**src/sv/ofip_pkg.sv**
```systemverilog
// Shared constants for the face index parser: character codes, item kinds, parser codes.
package ofip_pkg;

   // Defaults for the top-level parameters
   localparam int DEF_MAX_VERTS  = 16;
   localparam int DEF_INDEX_BITS = 24;

   // Fixed result field widths
   localparam int SLOT_W  = 4;
   localparam int COUNT_W = 5;

   // Result queue depth
   localparam int QUEUE_DEPTH = 4;

   // Character codes
   localparam logic [7:0] CH_SPACE = 8'h20;
   localparam logic [7:0] CH_SLASH = 8'h2F;
   localparam logic [7:0] CH_PLUS  = 8'h2B;
   localparam logic [7:0] CH_MINUS = 8'h2D;
   localparam logic [7:0] CH_ZERO  = 8'h30;
   localparam logic [7:0] CH_NINE  = 8'h39;
   localparam logic [7:0] CH_TAB   = 8'h09;
   localparam logic [7:0] CH_CR    = 8'h0D;

   // Result item kinds
   localparam logic KIND_TRIPLET = 1'b0;
   localparam logic KIND_END     = 1'b1;

   // Number scanner phases
   localparam logic [1:0] PH_SKIP   = 2'd0;
   localparam logic [1:0] PH_SIGN   = 2'd1;
   localparam logic [1:0] PH_DIGITS = 2'd2;
   localparam logic [1:0] PH_DONE   = 2'd3;

   // Subfield positions within a group
   localparam logic [1:0] SUB_VERT  = 2'd0;
   localparam logic [1:0] SUB_TEX   = 2'd1;
   localparam logic [1:0] SUB_NORM  = 2'd2;
   localparam logic [1:0] SUB_EXTRA = 2'd3;

endpackage

```
**src/sv/obj_face_index_parser.sv**
```systemverilog
// Face line index parser: byte stream in, vertex/texture/normal triplets and end items out.
//
//  channel  dir  handshake                    payload
//  req      in   req_tvalid / req_tready      tdata[7:0] char_byte, tlast line_end
//  rsp      out  rsp_tvalid / rsp_tready      tdata: slot, vertex, texcoord, normal,
//                                             count, overflow; tlast item_kind
//
// One byte is taken per cycle while the result queue has room. A byte is held in the input
// register, is parsed there and its results (none, one or two) land in a four-entry result
// queue whose head drives rsp; a byte passes the input register, then the queue, to reach rsp.
// The parser fires only when the queue has room for two items, so a stalled rsp side
// backs up into the input register and then drops req_tready.
// An end-of-line byte that also closes a group gives two items, drained one per cycle while rsp_tready is high.
// Synchronous reset clears the input register's valid flag, the queue count and the line state.
module obj_face_index_parser #(
   parameter int MAX_VERTS  = ofip_pkg::DEF_MAX_VERTS,
   parameter int INDEX_BITS = ofip_pkg::DEF_INDEX_BITS,
   localparam int RSP_USED_W = ofip_pkg::SLOT_W + ofip_pkg::COUNT_W + 1 + 3 * INDEX_BITS,
   localparam int RSP_DATA_W = ((RSP_USED_W + 7) / 8) * 8
) (
   input  logic                  clock,
   input  logic                  reset,
   input  logic                  req_tvalid,
   output logic                  req_tready,
   input  logic [7:0]            req_tdata,  // [7:0] char_byte
   input  logic                  req_tlast,  // line_end
   output logic                  rsp_tvalid,
   input  logic                  rsp_tready,
   // low to high: slot_index(4), vertex_index, texcoord_index, normal_index
   // (INDEX_BITS each), face_vertex_count(5), overflow_flag(1), zero fill
   output logic [RSP_DATA_W-1:0] rsp_tdata,
   output logic                  rsp_tlast   // item_kind: 1 = end of line
);
   import ofip_pkg::*;

   localparam int W    = INDEX_BITS;
   localparam int GC_W = $clog2(MAX_VERTS + 1);
   localparam int QC_W = $clog2(QUEUE_DEPTH + 1);
   localparam int QI_W = $clog2(QUEUE_DEPTH);
   localparam logic [W-1:0] LIM = {1'b0, {(W-1){1'b1}}};

   typedef struct packed {
      logic [1:0]      sub;
      logic            open;
      logic            nonempty;
      logic [1:0]      phase;
      logic            neg;
      logic [W-1:0]    acc;     // magnitude, clamps at 2^(W-1)
      logic [W-1:0]    hv;
      logic [W-1:0]    ht;
      logic [W-1:0]    hn;
      logic [GC_W-1:0] gc;
      logic            dropped;
   } parse_state_type;

   typedef struct packed {
      logic               kind;
      logic               ovf;
      logic [COUNT_W-1:0] cnt;
      logic [W-1:0]       hn;
      logic [W-1:0]       ht;
      logic [W-1:0]       hv;
      logic [SLOT_W-1:0]  slot;
   } result_type;

   // ---------------- parser helpers ----------------
   function automatic parse_state_type number_clear(parse_state_type s);
      s.phase    = PH_SKIP;
      s.neg      = 1'b0;
      s.acc      = '0;
      s.nonempty = 1'b0;
      return s;
   endfunction

   function automatic parse_state_type line_clear();
      parse_state_type s;
      s      = '0;
      s      = number_clear(s);
      s.sub  = SUB_VERT;
      s.open = 1'b0;
      s.hv   = '0;
      s.ht   = '1;
      s.hn   = '1;
      s.gc   = '0;
      s.dropped = 1'b0;
      return s;
   endfunction

   function automatic logic [W-1:0] number_value(parse_state_type s);
      logic [W-1:0] v;
      if (s.neg) begin
         v = ~s.acc + 1'b1;
      end else begin
         v = (s.acc > LIM) ? LIM : s.acc;
      end
      return v;
   endfunction

   function automatic parse_state_type number_feed(parse_state_type s, logic [7:0] c);
      logic         digit;
      logic [W+3:0] prod;
      logic [W+3:0] top;
      digit = (c >= CH_ZERO) && (c <= CH_NINE);
      top   = (W+4)'(LIM) + 1'b1;
      prod  = ({4'b0, s.acc} << 3) + ({4'b0, s.acc} << 1) + (W+4)'(c[3:0]);
      s.nonempty = 1'b1;
      if (s.phase == PH_DONE) begin
         s.phase = PH_DONE;
      end else if (s.phase == PH_SKIP && c >= CH_TAB && c <= CH_CR) begin
         s.phase = PH_SKIP;   // leading whitespace
      end else if (s.phase == PH_SKIP && (c == CH_PLUS || c == CH_MINUS)) begin
         s.neg   = (c == CH_MINUS);
         s.phase = PH_SIGN;
      end else if (!digit) begin
         s.phase = PH_DONE;
      end else begin
         s.phase = PH_DIGITS;
         s.acc   = (prod > top) ? top[W-1:0] : prod[W-1:0];
      end
      return s;
   endfunction

   function automatic parse_state_type subfield_close(parse_state_type s);
      logic [W-1:0] v;
      v = number_value(s);
      if (s.sub == SUB_VERT) begin
         s.hv = v;
      end else if (s.sub == SUB_TEX) begin
         if (s.nonempty) begin
            s.ht = v;
         end
      end else if (s.sub == SUB_NORM) begin
         s.hn = v;
      end
      if (s.sub != SUB_EXTRA) begin
         s.sub = s.sub + 2'd1;
      end
      s = number_clear(s);
      return s;
   endfunction

   // ---------------- input register ----------------
   logic       s1_valid_ff, s1_valid_in;
   logic [7:0] s1_byte_ff,  s1_byte_in;
   logic       s1_last_ff,  s1_last_in;
   logic       fire;
   logic       pop;

   logic [QC_W-1:0] cnt_ff, cnt_in;
   result_type      q_ff [QUEUE_DEPTH];
   result_type      q_in [QUEUE_DEPTH];

   parse_state_type ps_ff, ps_in;
   result_type      trip;
   result_type      fin;
   logic            trip_ok;

   // parse only with room for two results
   assign fire       = s1_valid_ff && (cnt_ff <= QC_W'(QUEUE_DEPTH - 2));
   assign req_tready = !s1_valid_ff || fire;
   assign pop        = rsp_tvalid && rsp_tready;

   always_comb begin
      s1_valid_in = s1_valid_ff;
      s1_byte_in  = s1_byte_ff;
      s1_last_in  = s1_last_ff;
      if (req_tvalid && req_tready) begin
         s1_valid_in = 1'b1;
         s1_byte_in  = req_tdata;
         s1_last_in  = req_tlast;
      end else if (fire) begin
         s1_valid_in = 1'b0;
      end
   end

   // ---------------- byte parser ----------------
   always_comb begin
      parse_state_type s;
      logic            close_now;
      s       = ps_ff;
      trip    = '0;
      fin     = '0;
      trip_ok = 1'b0;

      if (s1_byte_ff != CH_SPACE) begin
         if (!s.open) begin
            s.open = 1'b1;
            s.sub  = SUB_VERT;
            s      = number_clear(s);
            s.hv   = '0;
            s.ht   = '1;
            s.hn   = '1;
         end
         if (s1_byte_ff == CH_SLASH) begin
            s = subfield_close(s);
         end else begin
            s = number_feed(s, s1_byte_ff);
         end
      end

      // a space or the final byte closes an open group
      close_now = s.open && ((s1_byte_ff == CH_SPACE) || s1_last_ff);
      if (close_now) begin
         s = subfield_close(s);
         if (s.gc < GC_W'(MAX_VERTS)) begin
            trip_ok   = 1'b1;
            trip.kind = KIND_TRIPLET;
            trip.slot = SLOT_W'(s.gc);
            trip.hv   = s.hv;
            trip.ht   = s.ht;
            trip.hn   = s.hn;
            s.gc      = s.gc + 1'b1;
         end else begin
            s.dropped = 1'b1;
         end
         s.open = 1'b0;
      end

      if (s1_last_ff) begin
         fin.kind = KIND_END;
         fin.cnt  = COUNT_W'(s.gc);
         fin.ovf  = s.dropped;
         s        = line_clear();
      end

      ps_in = fire ? s : ps_ff;
   end

   // ---------------- result queue, head drives rsp ----------------
   always_comb begin
      logic [QC_W-1:0] c;
      q_in = q_ff;
      c    = cnt_ff;
      if (pop) begin
         for (int i = 0; i < QUEUE_DEPTH - 1; i++) begin
            q_in[i] = q_ff[i+1];
         end
         c = c - 1'b1;
      end
      if (fire && trip_ok) begin
         q_in[c[QI_W-1:0]] = trip;
         c = c + 1'b1;
      end
      if (fire && s1_last_ff) begin
         q_in[c[QI_W-1:0]] = fin;
         c = c + 1'b1;
      end
      cnt_in = c;
   end

   always_ff @(posedge clock) begin
      if (reset) begin
         s1_valid_ff <= 1'b0;
         cnt_ff      <= '0;
         ps_ff       <= line_clear();
      end else begin
         s1_valid_ff <= s1_valid_in;
         cnt_ff      <= cnt_in;
         ps_ff       <= ps_in;
      end
   end

   always_ff @(posedge clock) begin
      s1_byte_ff <= s1_byte_in;
      s1_last_ff <= s1_last_in;
      q_ff       <= q_in;
   end

   assign rsp_tvalid = (cnt_ff != '0);
   assign rsp_tlast  = q_ff[0].kind;
   assign rsp_tdata  = RSP_DATA_W'({q_ff[0].ovf, q_ff[0].cnt, q_ff[0].hn,
                                    q_ff[0].ht, q_ff[0].hv, q_ff[0].slot});

`ifndef SYNTHESIS
   a_queue_bound: assert property (@(posedge clock) disable iff (reset)
      cnt_ff <= QC_W'(QUEUE_DEPTH))
      else $error("result queue overfilled");

   a_group_bound: assert property (@(posedge clock) disable iff (reset)
      ps_ff.gc <= GC_W'(MAX_VERTS))
      else $error("group count past bound");

   a_end_clean: assert property (@(posedge clock) disable iff (reset)
      rsp_tvalid && rsp_tlast |-> q_ff[0].slot == '0 && q_ff[0].hv == '0
                                  && q_ff[0].ht == '0 && q_ff[0].hn == '0)
      else $error("end item carries index data");

   a_line_reset: assert property (@(posedge clock) disable iff (reset)
      fire && s1_last_ff |=> ps_ff.gc == '0 && !ps_ff.open && !ps_ff.dropped)
      else $error("line state not cleared after final byte");

   a_s1_hold: assert property (@(posedge clock) disable iff (reset)
      s1_valid_ff && !fire |=> s1_valid_ff && $stable(s1_byte_ff) && $stable(s1_last_ff))
      else $error("input register lost a pending byte");
`endif

endmodule
```
**config.mk**
```make
export PLATFORM = sky130hd
export DESIGN_NAME = obj_face_index_parser
export DESIGN_NICKNAME = d
export VERILOG_FILES = /design/src/sv/ofip_pkg.sv /design/src/sv/obj_face_index_parser.sv
export SDC_FILE = /design/constraint.sdc
export NUM_CORES = 1
export LEC_CHECK = 0
export ABC_AREA = 0
export ABC_CLOCK_PERIOD_IN_PS = 8100
export BUFFER_PORTS_ARGS = -buffer_cell sky130_fd_sc_hd__clkbuf_2
export CAP_MARGIN = 20
export CELL_PAD_IN_SITES_DETAIL_PLACEMENT = 0
export CELL_PAD_IN_SITES_GLOBAL_PLACEMENT = 2
export CORE_UTILIZATION = 36
export DETAILED_ROUTE_END_ITERATION = 10
export PLACE_DENSITY_LB_ADDON = 0.1
export SYNTH_ARGS = -nofsm -noshare
export SYNTH_HDL_FRONTEND = slang
export SYNTH_SLANG_ARGS = --single-unit
```
**constraint.sdc**
```tcl
create_clock -name clock -period 8.1 [get_ports clock]
set_clock_uncertainty 0.05 [all_clocks]
set_input_delay 0.81 -clock clock [delete_from_list [all_inputs] [get_ports clock]]
set_output_delay 0.81 -clock clock [all_outputs]
set_load 0.02 [all_outputs]
```
==> flow_metrics.tcl <==
set metrics [dict create \
    syn_to_final_growth_pct 9.65 \
    htreeDepth 2 \
    rr_startpoint "ps_ff[106]" \
    post_cts_buffers 0 \
    drive_gt1_share_pct 9.87 \
    cts_tree "built" \
    drtAntennaViolNets 0 \
    fill_cells 7567 \
    critical_path_arrival_ps 7830 \
    startpoint "ps_ff[106]" \
    grt.total_usage_pct 28.4 \
    row_count 98 \
    busiest_layer "met2" \
    ys_seq_area_share_pct 35.2 \
    yosys.cell_types.count 101 \
    reg2reg_depth 23 \
    tightest_slew_ps 1320 \
    outcome "finished, final reports clean" \
    max_cap_viol_count 0 \
    rr_endpoint "q_ff[127]" \
    die_h_um 271 \
    avgViaCountPerCell 5.89 \
    maxSlewViolCount 0 \
    critPathKind "register to register" \
    cts.sinks 454 \
    routed_wirelength_um 107000 \
    ys_ff_latch 454 \
    drt_iter0_drc 2413 \
    cts.path.max_buffers 3 \
    path_max_fanout 28 \
    fin_cells 4518 \
    ioPinCount 104 \
    period_minus_slack_ps 7320 \
    core-area_mm2 0.0716 \
    cts.clk_slew.worst_paths_ps 60 \
    rrSetupSlack_ps 780 \
    start_kind "register" \
    p_leak_nw 11.7 \
    rsz0062_at_grt "false" \
    die-area_mm2 0.0735 \
    grt_pass1_wl_um 161000 \
    hp-class "input pin to register" \
    antenna_found_initial 1 \
    hpwl_um 70900 \
    post_cts_resize_count 0 \
    initial_core_util_pct 36.4 \
    grt-ovfl-total 0 \
    synth-edff-count 9 \
    final_util_pct 39.9 \
    ys.flop_type "dfxtp_1" \
    critPathRequiredTime_ps 8600 \
    wl_per_cell_um 23.8 \
    avgSynthCellArea_um2 7.10 \
    ys_async_sr_fraction_pct 0 \
    min_from "req_tlast" \
    fin_hold_ws_ps 308 \
    placed_area_mm2 0.0267 \
    relSlewSlack_pct 12.0 \
    stdcell_area_mm2 0.0286 \
    use_met1_pct 37.7 \
    die_x_um 271 \
    clock_latency_ps 630 \
    grt_use_met2_pct 47.3 \
    cts-buffers-inserted 55 \
    clock.fmax_mhz 137 \
    worst_setup_path_end_kind "register" \
    finalHoldViolations 0 \
    irDropWorstVdd_uv 547 \
    crit_end "q_ff[127]" \
    synthCells 3668 \
    finalSetupTns_ps 0 \
    use_met3_pct 3.74 \
    via_count 26596 \
    cts_root_buffer "clkbuf_16" \
    yosys_warnings 0 \
    setup_violations 0 \
    hold_buffers 0 \
    power.density_mw_per_mm2 302 \
    grt_max_degree 198 \
    mappedNetlistArea_mm2 0.0261 \
    placed_cells 4421 \
    seq_area_mm2 0.00918 \
    firstDrtPassIters 6 \
    io_buffers 97 \
    gp_congestion 0.910 \
    nNetsFinal 3605 \
    post-route-period-util_pct 90.4 \
    route.detailed.drc 0 \
    multi_input_area_mm2 0.0151 \
    grt_pass1_vias 24941 \
]
[area by class of cell]
class,instances,area share [%]
Sequential cell,454,32.1
Inverter,37,0.486
Clock buffer,78,5.71
Antenna cell,1,0.00876
Timing Repair Buffer,176,3.95
Clock inverter,18,0.885
Multi-Input combinational cell,2804,52.7
Tap cell,950,4.16
[metal layers]
| layer | vias to the layer above | wire length [µm] |
|---|---|---|
| met1 | 13041 | 47200 |
| met5 | - | 0 |
| li1 | 12472 | - |
| met3 | 159 | 6600 |
| met4 | 0 | 3120 |
| met2 | 924 | 50400 |
[registers in the layout, summed over array words and instances, names as in the netlist]
| signal | cells |
|---|---|
| q_ff | 249 |
| s1_valid_ff | 1 |
| s1_byte_ff | 8 |
| s1_last_ff | 1 |
| rsp_tlast | 1 |
| ps_ff | 109 |
| cnt_ff | 3 |
| rsp_tdata | 82 |
[worst max-delay path, stage by stage, from the launching register on]
cell      delay [ps]
dfxtp_2          640
nand2_1          300
xnor2_1          200
ha_1             310
inv_1             50
fa_1             390
nand2b_1         200
a21oi_1          330
o21a_1           380
nor4_1           120
a311oi_1         430
nor4_1           190
a31oi_4          600
nor3_2           100
a22o_1           290
inv_1             70
ha_1             220
o211a_1          220
nand2_1          170
nor3_2           650
a21boi_0         260
o21ai_0          770
o21ai_0          200
nor2_1           110
[layout by cell type, fill, tap and decap left out, types with 43 or more instances in the layout]
master / n
a21oi_1: 433
a22oi_1: 45
buf_4: 75
clkbuf_16: 55
clkbuf_2: 97
dfxtp_1: 444
ha_1: 63
nand2_1: 850
nand3_1: 238
nor2_1: 296
nor3_1: 43
o21ai_0: 197
o22ai_1: 45
[report_power, final]
part / total [W] / switching [W] / leakage, nW / internal, W
Clock: 0.00259 / 0.00104 / 0.930 / 0.00155
Sequential: 0.00319 / 0.000338 / 3.74 / 0.00286
Combinational: 0.00285 / 0.00189 / 7.01 / 0.000955
[through the flow]
stage                     total power (W)  setup slack [ps]
after floorplan                   0.00542              1360
after global placement            0.00600              1130
after detailed placement          0.00608               930
after CTS                         0.00870               908
after global routing              0.00918               387
final                             0.00864               779
[Yosys cell counts, drive strengths merged, types with 16 or more instances]
library cell / number / area, µm²
nand2: 859 / 3220
dfxtp: 445 / 8910
a21oi: 436 / 2200
nor2: 299 / 1120
clkbuf: 262 / 985
nand3: 239 / 1200
o21ai: 224 / 1130
buf: 116 / 807
ha: 63 / 788
nor3: 51 / 297
a211oi: 47 / 388
a22oi: 46 / 350
o22ai: 45 / 282
and2: 37 / 231
inv: 37 / 139
a31oi: 36 / 255
and3: 35 / 219
o211ai: 29 / 231
or3: 23 / 149
xnor2: 21 / 184
a21o: 20 / 150
a221oi: 19 / 203
nor4: 19 / 140
a22o: 18 / 158
mux2i: 18 / 184
xor2: 16 / 140
[kinds of logic after synthesis]
group,synth area share (%)
xor+xnor,1.24
simple gates,26.8
fa+ha+maj,3.10
other cells,0.0144
buf+inv,7.41
mux,0.864
flops,35.2
compound gates,25.3
[how the worst min path moves through the flow]
stage                             to  slack (ps)  cells past startpoint
after floorplan             q_ff[82]         370                      2
after global placement      q_ff[82]         380                      2
after detailed placement    q_ff[82]         390                      2
after CTS                 s1_last_ff         260                      1
after global routing      s1_last_ff         280                      1
final                     s1_last_ff         310                      1
(Power assumes the default switching activity.)
